===== config.mk =====
export PLATFORM = sky130hd
export DESIGN_NAME = ir_pulse_width_classifier_flat
export DESIGN_NICKNAME = d
export VERILOG_FILES = /design/src/hw/rtl/ipwc_pkg.sv /design/src/hw/rtl/ipwc_if.sv /design/src/hw/rtl/ir_pulse_width_classifier.sv /design/src/hw/rtl/ipwc_cfg.sv /design/src/hw/rtl/ipwc_lane.sv /design/src/flat_wrapper.sv
export SDC_FILE = /design/constraint.sdc
export NUM_CORES = 2
export LEC_CHECK = 0
export ABC_AREA = 0
export BUFFER_PORTS_ARGS = -buffer_cell sky130_fd_sc_hd__buf_4
export CAP_MARGIN = 20
export CORE_UTILIZATION = 60
export CTS_BUF_LIST = sky130_fd_sc_hd__clkbuf_4
export DETAILED_ROUTE_END_ITERATION = 10
export GPL_TIMING_DRIVEN = 0
export PLACE_DENSITY = 0.77
export SLEW_MARGIN = 25
export SYNTH_ARGS = -nofsm -noshare
export SYNTH_HDL_FRONTEND = slang
export SYNTH_SLANG_ARGS = --single-unit

===== constraint.sdc =====
create_clock -name clk -period 9.53 [get_ports clk]
set_input_delay 1.4295 -clock clk [delete_from_list [all_inputs] [get_ports clk]]
set_output_delay 1.4295 -clock clk [all_outputs]
set_load 0.01 [all_outputs]

===== src/hw/rtl/ipwc_pkg.sv =====
package ipwc_pkg;

	// default structural parameters
	localparam int CHANNELS_DEF      = 4;
	localparam int TIMER_BITS_DEF    = 16;
	localparam int MAX_OVERFLOWS_DEF = 63;

	// field widths fixed by the interface
	localparam int NCLASS    = 3;
	localparam int CMD_W     = 2;
	localparam int CH_W      = 2;
	localparam int TIME_W    = 16;
	localparam int FLAG_W    = 12;
	localparam int WID_W     = 22;
	localparam int CLS_W     = 2;
	localparam int HR_W      = 10;
	localparam int NOM_W     = 16;
	localparam int QUAL_W    = 8;
	localparam int HOLD_W    = 7;
	localparam int RUN_W     = 8;
	localparam int REG_IDX_W = 3;
	localparam int REG_DAT_W = 16;

	// saturation limits
	localparam logic [WID_W-1:0]  WIDTH_MAX = {WID_W{1'b1}};
	localparam logic [RUN_W-1:0]  RUN_MAX   = {RUN_W{1'b1}};
	localparam logic [HOLD_W-1:0] HOLD_MAX  = {HOLD_W{1'b1}};

	// register reset values
	localparam logic [HR_W-1:0]   HALF_RANGE_RST = HR_W'(100);
	localparam logic [NOM_W-1:0]  SHORT_RST      = NOM_W'(500);
	localparam logic [NOM_W-1:0]  MIDDLE_RST     = NOM_W'(1000);
	localparam logic [NOM_W-1:0]  LONG_RST       = NOM_W'(1500);
	localparam logic [QUAL_W-1:0] QUALIFY_RST    = QUAL_W'(3);
	localparam logic [HOLD_W-1:0] HOLD_RST       = HOLD_W'(80);

	// class code when no window matched
	localparam logic [CLS_W-1:0] CLS_NONE = CLS_W'(3);

	typedef enum logic [CMD_W-1:0] {
		CMD_TICK = 2'd0,
		CMD_CAP  = 2'd1,
		CMD_OVF  = 2'd2
	} cmd_t;

	typedef enum logic [REG_IDX_W-1:0] {
		REG_HALF_RANGE = 3'd0,
		REG_SHORT      = 3'd1,
		REG_MIDDLE     = 3'd2,
		REG_LONG       = 3'd3,
		REG_QUALIFY    = 3'd4,
		REG_HOLD       = 3'd5
	} reg_idx_t;

	typedef struct packed {
		logic [HR_W-1:0]               half_range;
		logic [NCLASS-1:0][NOM_W-1:0]  nominal;
		logic [QUAL_W-1:0]             qualify;
		logic [HOLD_W-1:0]             hold;
	} cfg_t;

	typedef struct packed {
		logic [CMD_W-1:0]  cmd;
		logic [CH_W-1:0]   channel;
		logic [TIME_W-1:0] edge_time;
	} req_t;

	typedef struct packed {
		logic [FLAG_W-1:0] presence_flags;
		logic              width_valid;
		logic [CH_W-1:0]   width_channel;
		logic [WID_W-1:0]  measured_width;
		logic [CLS_W-1:0]  matched_class;
	} rsp_t;

	// per-channel command decoded from the staged word
	typedef struct packed {
		logic              tick;
		logic              cap;
		logic              ovf;
		logic [TIME_W-1:0] edge_time;
	} lane_op_t;

	// per-channel outcome of the staged word
	typedef struct packed {
		logic              done;
		logic [WID_W-1:0]  width;
		logic [CLS_W-1:0]  cls;
		logic [NCLASS-1:0] flags;
	} lane_res_t;

endpackage


===== src/hw/rtl/ipwc_if.sv =====
interface ipwc_req_if;
	logic                         valid;
	logic                         ready;
	logic [ipwc_pkg::CMD_W-1:0]   cmd;
	logic [ipwc_pkg::CH_W-1:0]    channel;
	logic [ipwc_pkg::TIME_W-1:0]  edge_time;

	modport source(output valid, cmd, channel, edge_time, input ready);
	modport sink(input valid, cmd, channel, edge_time, output ready);
endinterface

interface ipwc_rsp_if;
	logic                         valid;
	logic                         ready;
	logic [ipwc_pkg::FLAG_W-1:0]  presence_flags;
	logic                         width_valid;
	logic [ipwc_pkg::CH_W-1:0]    width_channel;
	logic [ipwc_pkg::WID_W-1:0]   measured_width;
	logic [ipwc_pkg::CLS_W-1:0]   matched_class;

	modport source(output valid, presence_flags, width_valid, width_channel,
		measured_width, matched_class, input ready);
	modport sink(input valid, presence_flags, width_valid, width_channel,
		measured_width, matched_class, output ready);
endinterface

interface ipwc_cfg_if;
	logic                            valid;
	logic                            ready;
	logic [ipwc_pkg::REG_IDX_W-1:0]  index;
	logic [ipwc_pkg::REG_DAT_W-1:0]  data;

	modport source(output valid, index, data, input ready);
	modport sink(input valid, index, data, output ready);
endinterface


===== src/hw/rtl/ir_pulse_width_classifier.sv =====
// Infrared pulse-width classifier for up to CHANNELS receiver channels sharing one
// free-running TIMER_BITS counter. Each request word is a 1 ms tick, a capture edge
// on one channel, or a counter overflow; every word yields exactly one response
// word carrying the presence flags after that word and, when a measurement ended,
// its channel, width and class (the lowest channel when one overflow ends several).
// A word is held in an input register and resolved in one pass through per-channel
// lanes into a response register, so one word is taken per clock cycle while the
// response side does not stall.
// The user must write registers only while no word is in flight; the block does not enforce it.
module ir_pulse_width_classifier #(
	parameter int CHANNELS      = ipwc_pkg::CHANNELS_DEF,
	parameter int TIMER_BITS    = ipwc_pkg::TIMER_BITS_DEF,
	parameter int MAX_OVERFLOWS = ipwc_pkg::MAX_OVERFLOWS_DEF
) (
	input  logic        clk,
	input  logic        arst_n,
	ipwc_req_if.sink    req,
	ipwc_rsp_if.source  rsp,
	ipwc_cfg_if.sink    cfg
);

	localparam int NC = ipwc_pkg::NCLASS;

	ipwc_pkg::cfg_t                     regs;
	ipwc_pkg::req_t                     req_s1;
	logic                               vld_s1;
	ipwc_pkg::rsp_t                     rsp_q, rsp_d;
	logic                               rsp_vld_q;
	logic                               adv;
	ipwc_pkg::lane_op_t [CHANNELS-1:0]  op;
	ipwc_pkg::lane_res_t [CHANNELS-1:0] res;

	// handshake: the staged word moves when the response register is free
	assign adv       = vld_s1 && (!rsp_vld_q || rsp.ready);
	assign req.ready = !vld_s1 || adv;

	ipwc_cfg u_cfg (
		.clk    (clk),
		.arst_n (arst_n),
		.cfg    (cfg),
		.regs   (regs)
	);

	// input stage
	always_ff @(posedge clk or negedge arst_n) begin
		if (!arst_n) begin
			vld_s1 <= 1'b0;
		end else if (req.ready) begin
			vld_s1 <= req.valid;
		end
	end

	always_ff @(posedge clk) begin
		if (req.valid && req.ready) begin
			req_s1.cmd       <= req.cmd;
			req_s1.channel   <= req.channel;
			req_s1.edge_time <= req.edge_time;
		end
	end

	// command decode per channel
	always_comb begin
		for (int c = 0; c < CHANNELS; c++) begin
			op[c] = '0;
			op[c].edge_time = req_s1.edge_time;
			case (ipwc_pkg::cmd_t'(req_s1.cmd))
				ipwc_pkg::CMD_TICK: op[c].tick = 1'b1;
				ipwc_pkg::CMD_CAP:  op[c].cap  = (int'(req_s1.channel) == c);
				ipwc_pkg::CMD_OVF:  op[c].ovf  = 1'b1;
				default: ;
			endcase
		end
	end

	// one lane per channel
	for (genvar g = 0; g < CHANNELS; g++) begin : g_lane
		ipwc_lane #(
			.TIMER_BITS    (TIMER_BITS),
			.MAX_OVERFLOWS (MAX_OVERFLOWS)
		) u_lane (
			.clk    (clk),
			.arst_n (arst_n),
			.adv    (adv),
			.op     (op[g]),
			.cfg    (regs),
			.res    (res[g])
		);
	end

	// merge lanes: flags and lowest finished channel
	always_comb begin
		rsp_d = '0;
		for (int c = CHANNELS - 1; c >= 0; c--) begin
			if (res[c].done) begin
				rsp_d.width_valid    = 1'b1;
				rsp_d.width_channel  = ipwc_pkg::CH_W'(c);
				rsp_d.measured_width = res[c].width;
				rsp_d.matched_class  = res[c].cls;
			end
		end
		for (int c = 0; c < CHANNELS; c++) begin
			for (int k = 0; k < NC; k++) begin
				if (c * NC + k < ipwc_pkg::FLAG_W)
					rsp_d.presence_flags[c * NC + k] = res[c].flags[k];
			end
		end
	end

	// response register
	always_ff @(posedge clk or negedge arst_n) begin
		if (!arst_n) begin
			rsp_vld_q <= 1'b0;
		end else if (adv) begin
			rsp_vld_q <= 1'b1;
		end else if (rsp.ready) begin
			rsp_vld_q <= 1'b0;
		end
	end

	always_ff @(posedge clk) begin
		if (adv)
			rsp_q <= rsp_d;
	end

	assign rsp.valid          = rsp_vld_q;
	assign rsp.presence_flags = rsp_q.presence_flags;
	assign rsp.width_valid    = rsp_q.width_valid;
	assign rsp.width_channel  = rsp_q.width_channel;
	assign rsp.measured_width = rsp_q.measured_width;
	assign rsp.matched_class  = rsp_q.matched_class;

	// no measurement means zero width fields
	a_idle_fields_zero: assert property (@(posedge clk) disable iff (!arst_n)
		rsp.valid && !rsp.width_valid |->
			rsp.measured_width == '0 && rsp.matched_class == '0 && rsp.width_channel == '0)
		else $error("width fields set without a finished measurement");

	// a matched class has a width no larger than the top of the widest possible window
	a_class_width: assert property (@(posedge clk) disable iff (!arst_n)
		rsp.valid && rsp.width_valid && rsp.matched_class != ipwc_pkg::CLS_NONE |->
			rsp.measured_width <= ipwc_pkg::WID_W'((1 << ipwc_pkg::NOM_W) + (1 << ipwc_pkg::HR_W)))
		else $error("matched class with a width outside every window");

	// reported channel exists
	a_channel_range: assert property (@(posedge clk) disable iff (!arst_n)
		rsp.valid && rsp.width_valid |-> int'(rsp.width_channel) < CHANNELS)
		else $error("measurement reported on a missing channel");

	// a staged word waits while the response side is full
	a_stage_hold: assert property (@(posedge clk) disable iff (!arst_n)
		vld_s1 && !adv |=> vld_s1 && $stable(req_s1))
		else $error("staged word lost while stalled");

endmodule


===== src/hw/rtl/ipwc_cfg.sv =====
module ipwc_cfg (
	input  logic            clk,
	input  logic            arst_n,
	ipwc_cfg_if.sink        cfg,
	output ipwc_pkg::cfg_t  regs
);

	ipwc_pkg::cfg_t regs_q;

	// writes are always taken
	assign cfg.ready = 1'b1;
	assign regs      = regs_q;

	// register file
	always_ff @(posedge clk or negedge arst_n) begin
		if (!arst_n) begin
			regs_q.half_range <= ipwc_pkg::HALF_RANGE_RST;
			regs_q.nominal[0] <= ipwc_pkg::SHORT_RST;
			regs_q.nominal[1] <= ipwc_pkg::MIDDLE_RST;
			regs_q.nominal[2] <= ipwc_pkg::LONG_RST;
			regs_q.qualify    <= ipwc_pkg::QUALIFY_RST;
			regs_q.hold       <= ipwc_pkg::HOLD_RST;
		end else if (cfg.valid && cfg.ready) begin
			case (ipwc_pkg::reg_idx_t'(cfg.index))
				ipwc_pkg::REG_HALF_RANGE: regs_q.half_range <= cfg.data[ipwc_pkg::HR_W-1:0];
				ipwc_pkg::REG_SHORT:      regs_q.nominal[0] <= cfg.data[ipwc_pkg::NOM_W-1:0];
				ipwc_pkg::REG_MIDDLE:     regs_q.nominal[1] <= cfg.data[ipwc_pkg::NOM_W-1:0];
				ipwc_pkg::REG_LONG:       regs_q.nominal[2] <= cfg.data[ipwc_pkg::NOM_W-1:0];
				ipwc_pkg::REG_QUALIFY:    regs_q.qualify    <= cfg.data[ipwc_pkg::QUAL_W-1:0];
				ipwc_pkg::REG_HOLD:       regs_q.hold       <= cfg.data[ipwc_pkg::HOLD_W-1:0];
				default: ;
			endcase
		end
	end

endmodule


===== src/hw/rtl/ipwc_lane.sv =====
module ipwc_lane #(
	parameter int TIMER_BITS    = ipwc_pkg::TIMER_BITS_DEF,
	parameter int MAX_OVERFLOWS = ipwc_pkg::MAX_OVERFLOWS_DEF
) (
	input  logic                 clk,
	input  logic                 arst_n,
	input  logic                 adv,
	input  ipwc_pkg::lane_op_t   op,
	input  ipwc_pkg::cfg_t       cfg,
	output ipwc_pkg::lane_res_t  res
);

	localparam int OVF_W = $clog2(MAX_OVERFLOWS + 1);
	localparam int ET_W  = (TIMER_BITS < ipwc_pkg::TIME_W) ? TIMER_BITS : ipwc_pkg::TIME_W;
	localparam int TOT_W = OVF_W + TIMER_BITS;
	localparam int CMP_W = (TOT_W > ipwc_pkg::WID_W) ? TOT_W : ipwc_pkg::WID_W;
	localparam int NC    = ipwc_pkg::NCLASS;

	// channel state
	logic                                  armed_q, armed_d;
	logic [OVF_W-1:0]                      ovf_q, ovf_d;
	logic [ET_W-1:0]                       start_q, start_d;
	logic [NC-1:0][ipwc_pkg::RUN_W-1:0]    run_q, run_d;
	logic [NC-1:0]                         flag_q, flag_d;
	logic [NC-1:0][ipwc_pkg::HOLD_W-1:0]   hold_q, hold_d;

	// measurement path
	logic                                  fin;
	logic [TIMER_BITS-1:0]                 end_tb;
	logic [TOT_W-1:0]                      total;
	logic [TOT_W-1:0]                      diff;
	logic                                  neg;
	logic [ipwc_pkg::WID_W-1:0]            wid;
	logic [ipwc_pkg::WID_W:0]              wid_hi;
	logic [ipwc_pkg::NOM_W:0]              nom_hi;
	logic [NC-1:0]                         win;
	logic [NC-1:0]                         sel;
	logic                                  found;
	logic [ipwc_pkg::CLS_W-1:0]            cls;
	logic [ipwc_pkg::RUN_W-1:0]            run_inc;

	// width and window match
	always_comb begin
		total = {ovf_q, end_tb};
		neg   = total < TOT_W'(start_q);
		diff  = total - TOT_W'(start_q);
		if (neg || (CMP_W'(diff) > CMP_W'(ipwc_pkg::WIDTH_MAX)))
			wid = ipwc_pkg::WIDTH_MAX;
		else
			wid = ipwc_pkg::WID_W'(diff);
		found = 1'b0;
		cls   = ipwc_pkg::CLS_NONE;
		for (int k = 0; k < NC; k++) begin
			wid_hi = {1'b0, wid} + (ipwc_pkg::WID_W + 1)'(cfg.half_range);
			nom_hi = {1'b0, cfg.nominal[k]} + (ipwc_pkg::NOM_W + 1)'(cfg.half_range);
			win[k] = !neg && (wid_hi >= (ipwc_pkg::WID_W + 1)'(cfg.nominal[k]))
				&& ({1'b0, wid} <= (ipwc_pkg::WID_W + 1)'(nom_hi));
			sel[k] = win[k] && !found;
			if (sel[k]) begin
				cls   = ipwc_pkg::CLS_W'(k);
				found = 1'b1;
			end
		end
	end

	// next state
	always_comb begin
		armed_d = armed_q;
		ovf_d   = ovf_q;
		start_d = start_q;
		run_d   = run_q;
		flag_d  = flag_q;
		hold_d  = hold_q;
		fin     = 1'b0;
		end_tb  = TIMER_BITS'(op.edge_time);
		run_inc = '0;
		if (op.cap) begin
			if (armed_q) begin
				fin = 1'b1;
			end else begin
				armed_d = 1'b1;
				ovf_d   = '0;
				start_d = ET_W'(op.edge_time);
			end
		end
		if (op.ovf && armed_q) begin
			if (ovf_q >= OVF_W'(MAX_OVERFLOWS)) begin
				fin    = 1'b1;
				end_tb = '1;
			end else begin
				ovf_d = ovf_q + 1'b1;
			end
		end
		// hold aging on the millisecond tick
		if (op.tick) begin
			for (int k = 0; k < NC; k++) begin
				if (hold_q[k] <= cfg.hold) begin
					if (hold_q[k] != ipwc_pkg::HOLD_MAX)
						hold_d[k] = hold_q[k] + 1'b1;
				end else begin
					flag_d[k] = 1'b0;
				end
			end
		end
		// finished measurement updates run counters
		if (fin) begin
			armed_d = 1'b0;
			ovf_d   = '0;
			for (int k = 0; k < NC; k++) begin
				if (sel[k]) begin
					run_inc  = (run_q[k] != ipwc_pkg::RUN_MAX) ? run_q[k] + 1'b1 : run_q[k];
					run_d[k] = run_inc;
					if (run_inc >= cfg.qualify) begin
						flag_d[k] = 1'b1;
						hold_d[k] = '0;
					end
				end else if (found) begin
					run_d[k] = '0;
				end
			end
		end
	end

	// state registers
	always_ff @(posedge clk or negedge arst_n) begin
		if (!arst_n) begin
			armed_q <= 1'b0;
			ovf_q   <= '0;
			start_q <= '0;
			run_q   <= '0;
			flag_q  <= '0;
			hold_q  <= '0;
		end else if (adv) begin
			armed_q <= armed_d;
			ovf_q   <= ovf_d;
			start_q <= start_d;
			run_q   <= run_d;
			flag_q  <= flag_d;
			hold_q  <= hold_d;
		end
	end

	assign res.done  = fin;
	assign res.width = wid;
	assign res.cls   = cls;
	assign res.flags = flag_d;

endmodule


===== src/flat_wrapper.sv =====
// flat-port wrapper written by rule: the top's interface ports become plain ports
module ir_pulse_width_classifier_flat 
#(
	parameter int CHANNELS      = ipwc_pkg::CHANNELS_DEF,
	parameter int TIMER_BITS    = ipwc_pkg::TIMER_BITS_DEF,
	parameter int MAX_OVERFLOWS = ipwc_pkg::MAX_OVERFLOWS_DEF
)
  (clk, arst_n, req_valid, req_cmd, req_channel, req_edge_time, req_ready, rsp_valid, rsp_presence_flags, rsp_width_valid, rsp_width_channel, rsp_measured_width, rsp_matched_class, rsp_ready, cfg_valid, cfg_index, cfg_data, cfg_ready);
  ipwc_req_if req_i ();
  ipwc_rsp_if rsp_i ();
  ipwc_cfg_if cfg_i ();
  input  logic clk;
  input  logic arst_n;
  input wire logic [$bits(req_i.valid)-1:0] req_valid;
  input wire logic [$bits(req_i.cmd)-1:0] req_cmd;
  input wire logic [$bits(req_i.channel)-1:0] req_channel;
  input wire logic [$bits(req_i.edge_time)-1:0] req_edge_time;
  output wire logic [$bits(req_i.ready)-1:0] req_ready;
  output wire logic [$bits(rsp_i.valid)-1:0] rsp_valid;
  output wire logic [$bits(rsp_i.presence_flags)-1:0] rsp_presence_flags;
  output wire logic [$bits(rsp_i.width_valid)-1:0] rsp_width_valid;
  output wire logic [$bits(rsp_i.width_channel)-1:0] rsp_width_channel;
  output wire logic [$bits(rsp_i.measured_width)-1:0] rsp_measured_width;
  output wire logic [$bits(rsp_i.matched_class)-1:0] rsp_matched_class;
  input wire logic [$bits(rsp_i.ready)-1:0] rsp_ready;
  input wire logic [$bits(cfg_i.valid)-1:0] cfg_valid;
  input wire logic [$bits(cfg_i.index)-1:0] cfg_index;
  input wire logic [$bits(cfg_i.data)-1:0] cfg_data;
  output wire logic [$bits(cfg_i.ready)-1:0] cfg_ready;
  assign req_i.valid = req_valid;
  assign req_i.cmd = req_cmd;
  assign req_i.channel = req_channel;
  assign req_i.edge_time = req_edge_time;
  assign req_ready = req_i.ready;
  assign rsp_valid = rsp_i.valid;
  assign rsp_presence_flags = rsp_i.presence_flags;
  assign rsp_width_valid = rsp_i.width_valid;
  assign rsp_width_channel = rsp_i.width_channel;
  assign rsp_measured_width = rsp_i.measured_width;
  assign rsp_matched_class = rsp_i.matched_class;
  assign rsp_i.ready = rsp_ready;
  assign cfg_i.valid = cfg_valid;
  assign cfg_i.index = cfg_index;
  assign cfg_i.data = cfg_data;
  assign cfg_ready = cfg_i.ready;
  ir_pulse_width_classifier #(.CHANNELS(CHANNELS), .TIMER_BITS(TIMER_BITS), .MAX_OVERFLOWS(MAX_OVERFLOWS)) u_core (.clk(clk), .arst_n(arst_n), .req(req_i), .rsp(rsp_i), .cfg(cfg_i));
endmodule

**After elaboration in Yosys (flattened, before gate mapping)**

Cells that the tools add are included.

- Equality and inequality tests: 34
- Mux-type cells: 220
- Divide/modulo/power cells: 0
- Multiply operators: 0
- $lt $le $gt $ge: 60
- Reductions and logical operators: 106
- Add/sub/neg operators: 39
- Shifts and indexed selects: 0
- Bitwise gates (word level): 4

Operator list:

| operator | number |
|---|---|
| $mux W7 | 48 |
| $ge A23 B16 Y1 | 12 |
| $le A22 B17 Y1 | 12 |
| $mux W8 | 28 |
| $mux W21 | 8 |
| $mux W16 | 8 |
| $mux W6 | 20 |
| $add A8 B1 Y8 const B | 12 |
| $ge A8 B8 Y1 | 12 |
| $ne A8 B8 Y1 const B | 12 |
| $add A22 B10 Y23 | 4 |
| $gt A22 B22 Y1 const B | 4 |
| $lt A22 B16 Y1 | 4 |
| $mux W22 | 4 |
| $sub A22 B16 Y22 | 4 |
| $add A7 B1 Y7 const B | 12 |
| $le A7 B7 Y1 | 12 |
| $ne A7 B7 Y1 const B | 12 |
| $mux W1 | 80 |
| $add A16 B10 Y17 | 3 |
| $reduce_and A3 Y1 | 16 |
| $logic_and A1 B1 Y1 | 38 |
| $reduce_bool A2 Y1 | 17 |
| $mux W27 | 1 |
| 20 further kinds | 80 |

- Memories kept: 0
- Bits in read-only memories: 0
- Bits in latches: 0
- Bits in writable memories: 0
- Bits of input ports: 44
- Logic and storage cells: 520
- Output and inout bits: 42
- Register bits: 418

**Depth between registers and ports, before layout**

- Depth in word-level cells: 23
- Depth in mapped cells: 41
- Mapped depth without buffers: 37

**Cells and area by module**

From an unflattened synthesis, not the netlist that was laid out.

- Cells, all modules: 5470
- Area total of the unflattened synthesis: 47764.6 µm²

Modules (own cells, without submodules):

| module | times used | sequential area each (µm²) | cells each | area an instance (µm²) |
|---|---|---|---|---|
| ipwc_lane (u_core.g_lane[2].u_lane) | 1 | 1776.7 | 1295 | 10710.3 |
| ipwc_lane (u_core.g_lane[3].u_lane) | 1 | 1776.7 | 1301 | 10635.2 |
| ipwc_lane (u_core.g_lane[0].u_lane) | 1 | 1776.7 | 1278 | 10588.9 |
| ipwc_lane (u_core.g_lane[1].u_lane) | 1 | 1776.7 | 1266 | 10420.0 |
| ipwc_cfg | 1 | 1859.3 | 161 | 2904.0 |
| ir_pulse_width_classifier | 1 | 1821.7 | 169 | 2506.2 |

**Worst setup path before layout**

No wires, ideal clock.

- Path kind: register to register
- Start: register u_core.g_lane[0].u_lane.ovf_q[1]
- End: register u_core.g_lane[0].u_lane.run_q[1] (netlist name)
- Period minus slack after synthesis: 8107 ps
- Stages on the path, launching flop included: 39
- Path slack: 1423 ps
- Path buffers: 6
- Data arrival time: 8039 ps
- Data required time: 9462 ps
- Setup time: 68 ps
- Cells stage by stage: dfrtp_1 > ha_1 > nand3_1 > or2_2 > nor2_1 > clkbuf_1 > or2_2 > ha_1 > clkbuf_1 > a21oi_1 > o21ai_0 > a21oi_1 > o21bai_1 > a2111oi_0 > nand2_1 > clkbuf_1 > clkbuf_1 > nand2_1 > [3 not listed] > o41ai_1 > o21ai_0 > a21o_1 > a21boi_0 > xor2_1 > ha_1 > nor2b_1 > o21ai_0 > nand2b_1 > a21oi_1 > o31a_1 > o2111ai_1 > and2_1 > clkbuf_1 > a211o_1 > nand2_1 > clkbuf_1 > a22o_1

- Word-level cells in the longest chain between the ends: 20
- Elaborated cells on any way between the ends: 34
- Classes of those cells: 2 x add/sub; 9 x order compare; 9 x mux; 14 x reduce/logical

RTL lines:

| what | line | source |
|---|---|---|
| from (decl) | ipwc_lane.sv:21 | `logic [OVF_W-1:0] ovf_q, ovf_d;` |
| from (signal assigned) | ipwc_lane.sv:135 | `ovf_q <= ovf_d;` |
| $ge A6 B6 Y1 | ipwc_lane.sv:87 | `if (ovf_q >= OVF_W'(MAX_OVERFLOWS)) begin` |
| $mux W16 | ipwc_lane.sv:87 |  |
| $mux W16 | ipwc_lane.sv:86 | `if (op.ovf && armed_q) begin` |
| $sub A22 B16 Y22 | ipwc_lane.sv:46 | `diff = total - TOT_W'(start_q);` |
| $gt A22 B22 Y1 | ipwc_lane.sv:47 | `if (neg \|\| (CMP_W'(diff) > CMP_W'(ipwc_pkg::WIDTH_MAX)))` |
| $logic_or A1 B1 Y1 | ipwc_lane.sv:47 |  |
| $mux W22 | ipwc_lane.sv:47 |  |
| $add A22 B10 Y23 | ipwc_lane.sv:54 | `wid_hi = {1'b0, wid} + (ipwc_pkg::WID_W + 1)'(cfg.half_range);` |
| [4 not listed] | -- |  |
| $logic_not A1 Y1 | ipwc_lane.sv:58 | `sel[k] = win[k] && !found;` |
| $logic_and A1 B1 Y1 | ipwc_lane.sv:58 |  |
| $mux W1 | ipwc_lane.sv:59 | `if (sel[k]) begin` |
| $logic_not A1 Y1 | ipwc_lane.sv:58 |  |
| $logic_and A1 B1 Y1 | ipwc_lane.sv:58 |  |
| $mux W1 | ipwc_lane.sv:59 |  |
| $reduce_bool A2 Y1 (no source line) | -- |  |
| $reduce_and A3 Y1 (no source line) | -- |  |
| to (signal assigned) | ipwc_lane.sv:137 | `run_q <= run_d;` |
| to (decl) | ipwc_lane.sv:23 | `logic [NC-1:0][ipwc_pkg::RUN_W-1:0] run_q, run_d;` |

Parallel ways exist; a longest one is shown, timed or not.
A chain may end at the register's enable or synchronous reset.

**Final worst setup path**

- Start: register u_core.g_lane[0].u_lane.ovf_q[1]
- End: register u_core.g_lane[0].u_lane.run_q[7] (netlist name)

The elaborated chain is that of the path after synthesis.

==> flow_summary.toml <==
[worst_setup_path]
critPathKind = "flip-flop to flip-flop"
reg2reg_to = "u_core.g_lane[0].u_lane.run_q[7]"
endpoint_kind = "flip-flop"
r2r_cells = 36
cpMaxStageDelayCell = "dfrtp_1"
worstPathRequired_ns = 10.43
worstPathMaxFanout = 10
cp-start-kind = "flip-flop"
r2r_slack_ns = 0.26
max_stage_delay_ns = 0.49
crit_arrival_ns = 10.17
reg2reg_from = "u_core.g_lane[0].u_lane.ovf_q[1]"

[route]
drcViolationCount = 0
drt_iter0_markers = 4308
first_pass_iters = 9
final_antenna_net_count = 0
detail_route.wl_per_cell_um = 23.1
vias = 39700
vias_per_cell = 6.55
wl_um = 140000

[floorplanning]
core-area_mm2 = 0.0687
rows = 96
die_h_um = 266
fp.dieW_um = 266
die_area_mm2 = 0.0707
io_pins = 86
initial_core_util_pct = 60.8

[global_route]
overflow = 0
grt_max_degree = 77
grt_pass1_wl_um = 212000
grt_pass1_vias = 37700
track_usage_pct = 39.0
antenna_found_initial = 3

[sta]
slew_violations = 0
fin_crit_sh_pct = 97.3
tns_ns = 0
finalCriticalPeriod_ns = 9.27
final_hold_viol_count = 0
worst_pin_slew_ns = 1.13
setup-violations-final = 0
fin_hold_ws_ns = 0.305
fmax_ghz = 0.108
finClkSkew_ns = 0.0907
fin_ws_ns = 0.255
relSlewSlack_pct = 24.2

[flow_run]
maxCapViolations = 0

[pwr]
leakage_uw = 0.0215
total_power_uw = 15900
power_density_mw_per_mm2 = 347
vdd_drop_max_mv = 0.196

[synthesis]
synth_nets = 5625
syn-cell-area_mm2 = 0.0418
ys_seq_elements = 418
synthArstFlopShare_pct = 85.9
synthTopCellsByArea = "ha_1, dfrtp_1, a21oi_1"
syn_avg_cell_area_um2 = 8.65
yosysSeqAreaShare_pct = 25.8
synth.top_cell.area_share_pct = 22.3
netlist_instances = 4827
synth_top_flop_cell = "dfrtp_1"
synth_top_area_cell = "ha_1"
synth_warnings = 0
synth_cell_types = 96
synth-edff-count = 59

[cells_and_area]
fin_nets = 5836
drive_gt1_share_pct = 12.4
final_cell_mix = "ha_1, nand2_1, a21oi_1"
area_growth_pct = 9.69
num-fill-cells = 5861
final_common_cell = "ha_1"

[clock_tree]
htree_num_levels = 3
cts_buffer_depth = 3
clk_pin_slew_ns = 0.07
cts_made_buffers = 115
clock-sinks = 418
clock_latency_ns = 1.01
root_buffer = "clkbuf_4"
cts_tree = "done"
hold_buffers = 0

[run_status]
status = "complete, no violations"

[placement]
pre_cts_ws_ns = -1.98
place_congestion = 1.10
hpwl_um = 109000
io_buffers = 84

[hold_path]
min_path_type = "input port to async pin"
[cells in the mapped netlist (108+ instances only)]
library cell	instances
a21o_1	144
a21oi_1	373
xnor2_1	151
ha_1	743
nor2b_1	113
nand3_1	164
nor2_1	302
nand2_1	404
nand2b_1	119
o21ai_0	343
inv_1	236
clkbuf_1	108
o21a_1	112
dfrtp_1	333
[final cells by class]
cell class / instances / area (µm²) / area share [%]
Sequential cell: 418 / 10800 / 23.6
Inverter: 236 / 886 / 1.93
Timing Repair Buffer: 100 / 871 / 1.90
Buffer: 117 / 479 / 1.05
Clock buffer: 171 / 1280 / 2.80
Multi-Input combinational cell: 4050 / 30100 / 65.8
Tap cell: 931 / 1160 / 2.54
Antenna cell: 1 / 2.50 / 0.00546
Clock inverter: 40 / 203 / 0.443
[per-stage QoR]
stage / utilization, % / area [µm²] / std cells
final: 66.7 / 45800 / 6064
after global routing: 66.7 / 45800 / 6064
after CTS: 66.2 / 45500 / 6057
after detailed placement: 63.7 / 43700 / 5848
after global placement: 63.4 / 43600 / 5842
after floorplan: - / 41800 / 4827
[state kept, by name (all words and copies together) (netlist names)]
name,cells
u_core.g_lane.u_lane.ovf_q,24
u_core.g_lane.u_lane.flag_q,12
u_core.rsp.measured_width,22
u_core.rsp.width_valid,1
u_core.g_lane.u_lane.hold_q,84
u_core.rsp.presence_flags,12
u_core.req_s1,4
u_core.g_lane.u_lane.run_q,96
u_core.u_cfg.regs,73
u_core.rsp.width_channel,2
u_core.g_lane.u_lane.start_q,64
u_core.vld_s1,1
u_core.op,16
u_core.rsp.valid,1
u_core.g_lane.u_lane.armed_q,4
u_core.rsp.matched_class,2
[repair_timing]
item                                    CTS  global route
buffers inserted                          1             9
hold endpoints to repair                  0             0
pin swaps                                 2             8
cloned                                    0             2
gates resized for setup                  68            56
endpoints found under the setup margin  197           186
[worst max-delay path by stage]
stage,from,end,slack (ns),cells past startpoint
after floorplan,u_core.g_lane[0].u_lane.ovf_q[1],u_core.g_lane[0].u_lane.run_q[1],1.42,38
after global placement,u_core.req_s1[18],u_core.g_lane[0].u_lane.hold_q[18],-2.20,37
after detailed placement,u_core.req_s1[18],u_core.g_lane[0].u_lane.hold_q[18],-1.98,37
after CTS,u_core.g_lane[3].u_lane.ovf_q[0],u_core.g_lane[3].u_lane.hold_q[19],0.004,39
after global routing,u_core.g_lane[0].u_lane.ovf_q[1],u_core.g_lane[0].u_lane.run_q[14],-0.04,36
final,u_core.g_lane[0].u_lane.ovf_q[1],u_core.g_lane[0].u_lane.run_q[7],0.26,36
[cell families after synthesis]
logic type | after synthesis | synth area share (%)
adder cells (fa/ha/maj) | 754 | 22.8
AO/OA/AOI/OAI | 1357 | 20.9
other | 1 | 0.00898
AND/OR/NAND/NOR | 1607 | 19.6
multiplexers | 117 | 3.13
flip-flops | 418 | 25.8
buffers and inverters | 361 | 3.28
XOR/XNOR | 212 | 4.45
[per-layer routing]
metal	routed length (µm)	GRT usage, %	part of all wire [%]
met2	59800	59.4	43
met1	57700	52.0	41
met5	0	0	0
met4	8210	20.3	5.9
met3	14400	8.38	10
[worst max-delay path: cells and delay by family, from the launching register on]
family	cells	cell delay, ns
simple gates	7	1.66
xor+xnor	1	0.19
fa+ha+maj	4	1.04
buf+inv	5	1.19
compound gates	19	4.59
flops	1	0.49
[power by group]
part	switching, µW	leakage [µW]	internal (µW)
sequential	379	0.00511	2150
clock	876	0.000877	829
combinational	7210	0.0155	4460
Power figures use the tool's default switching activity.
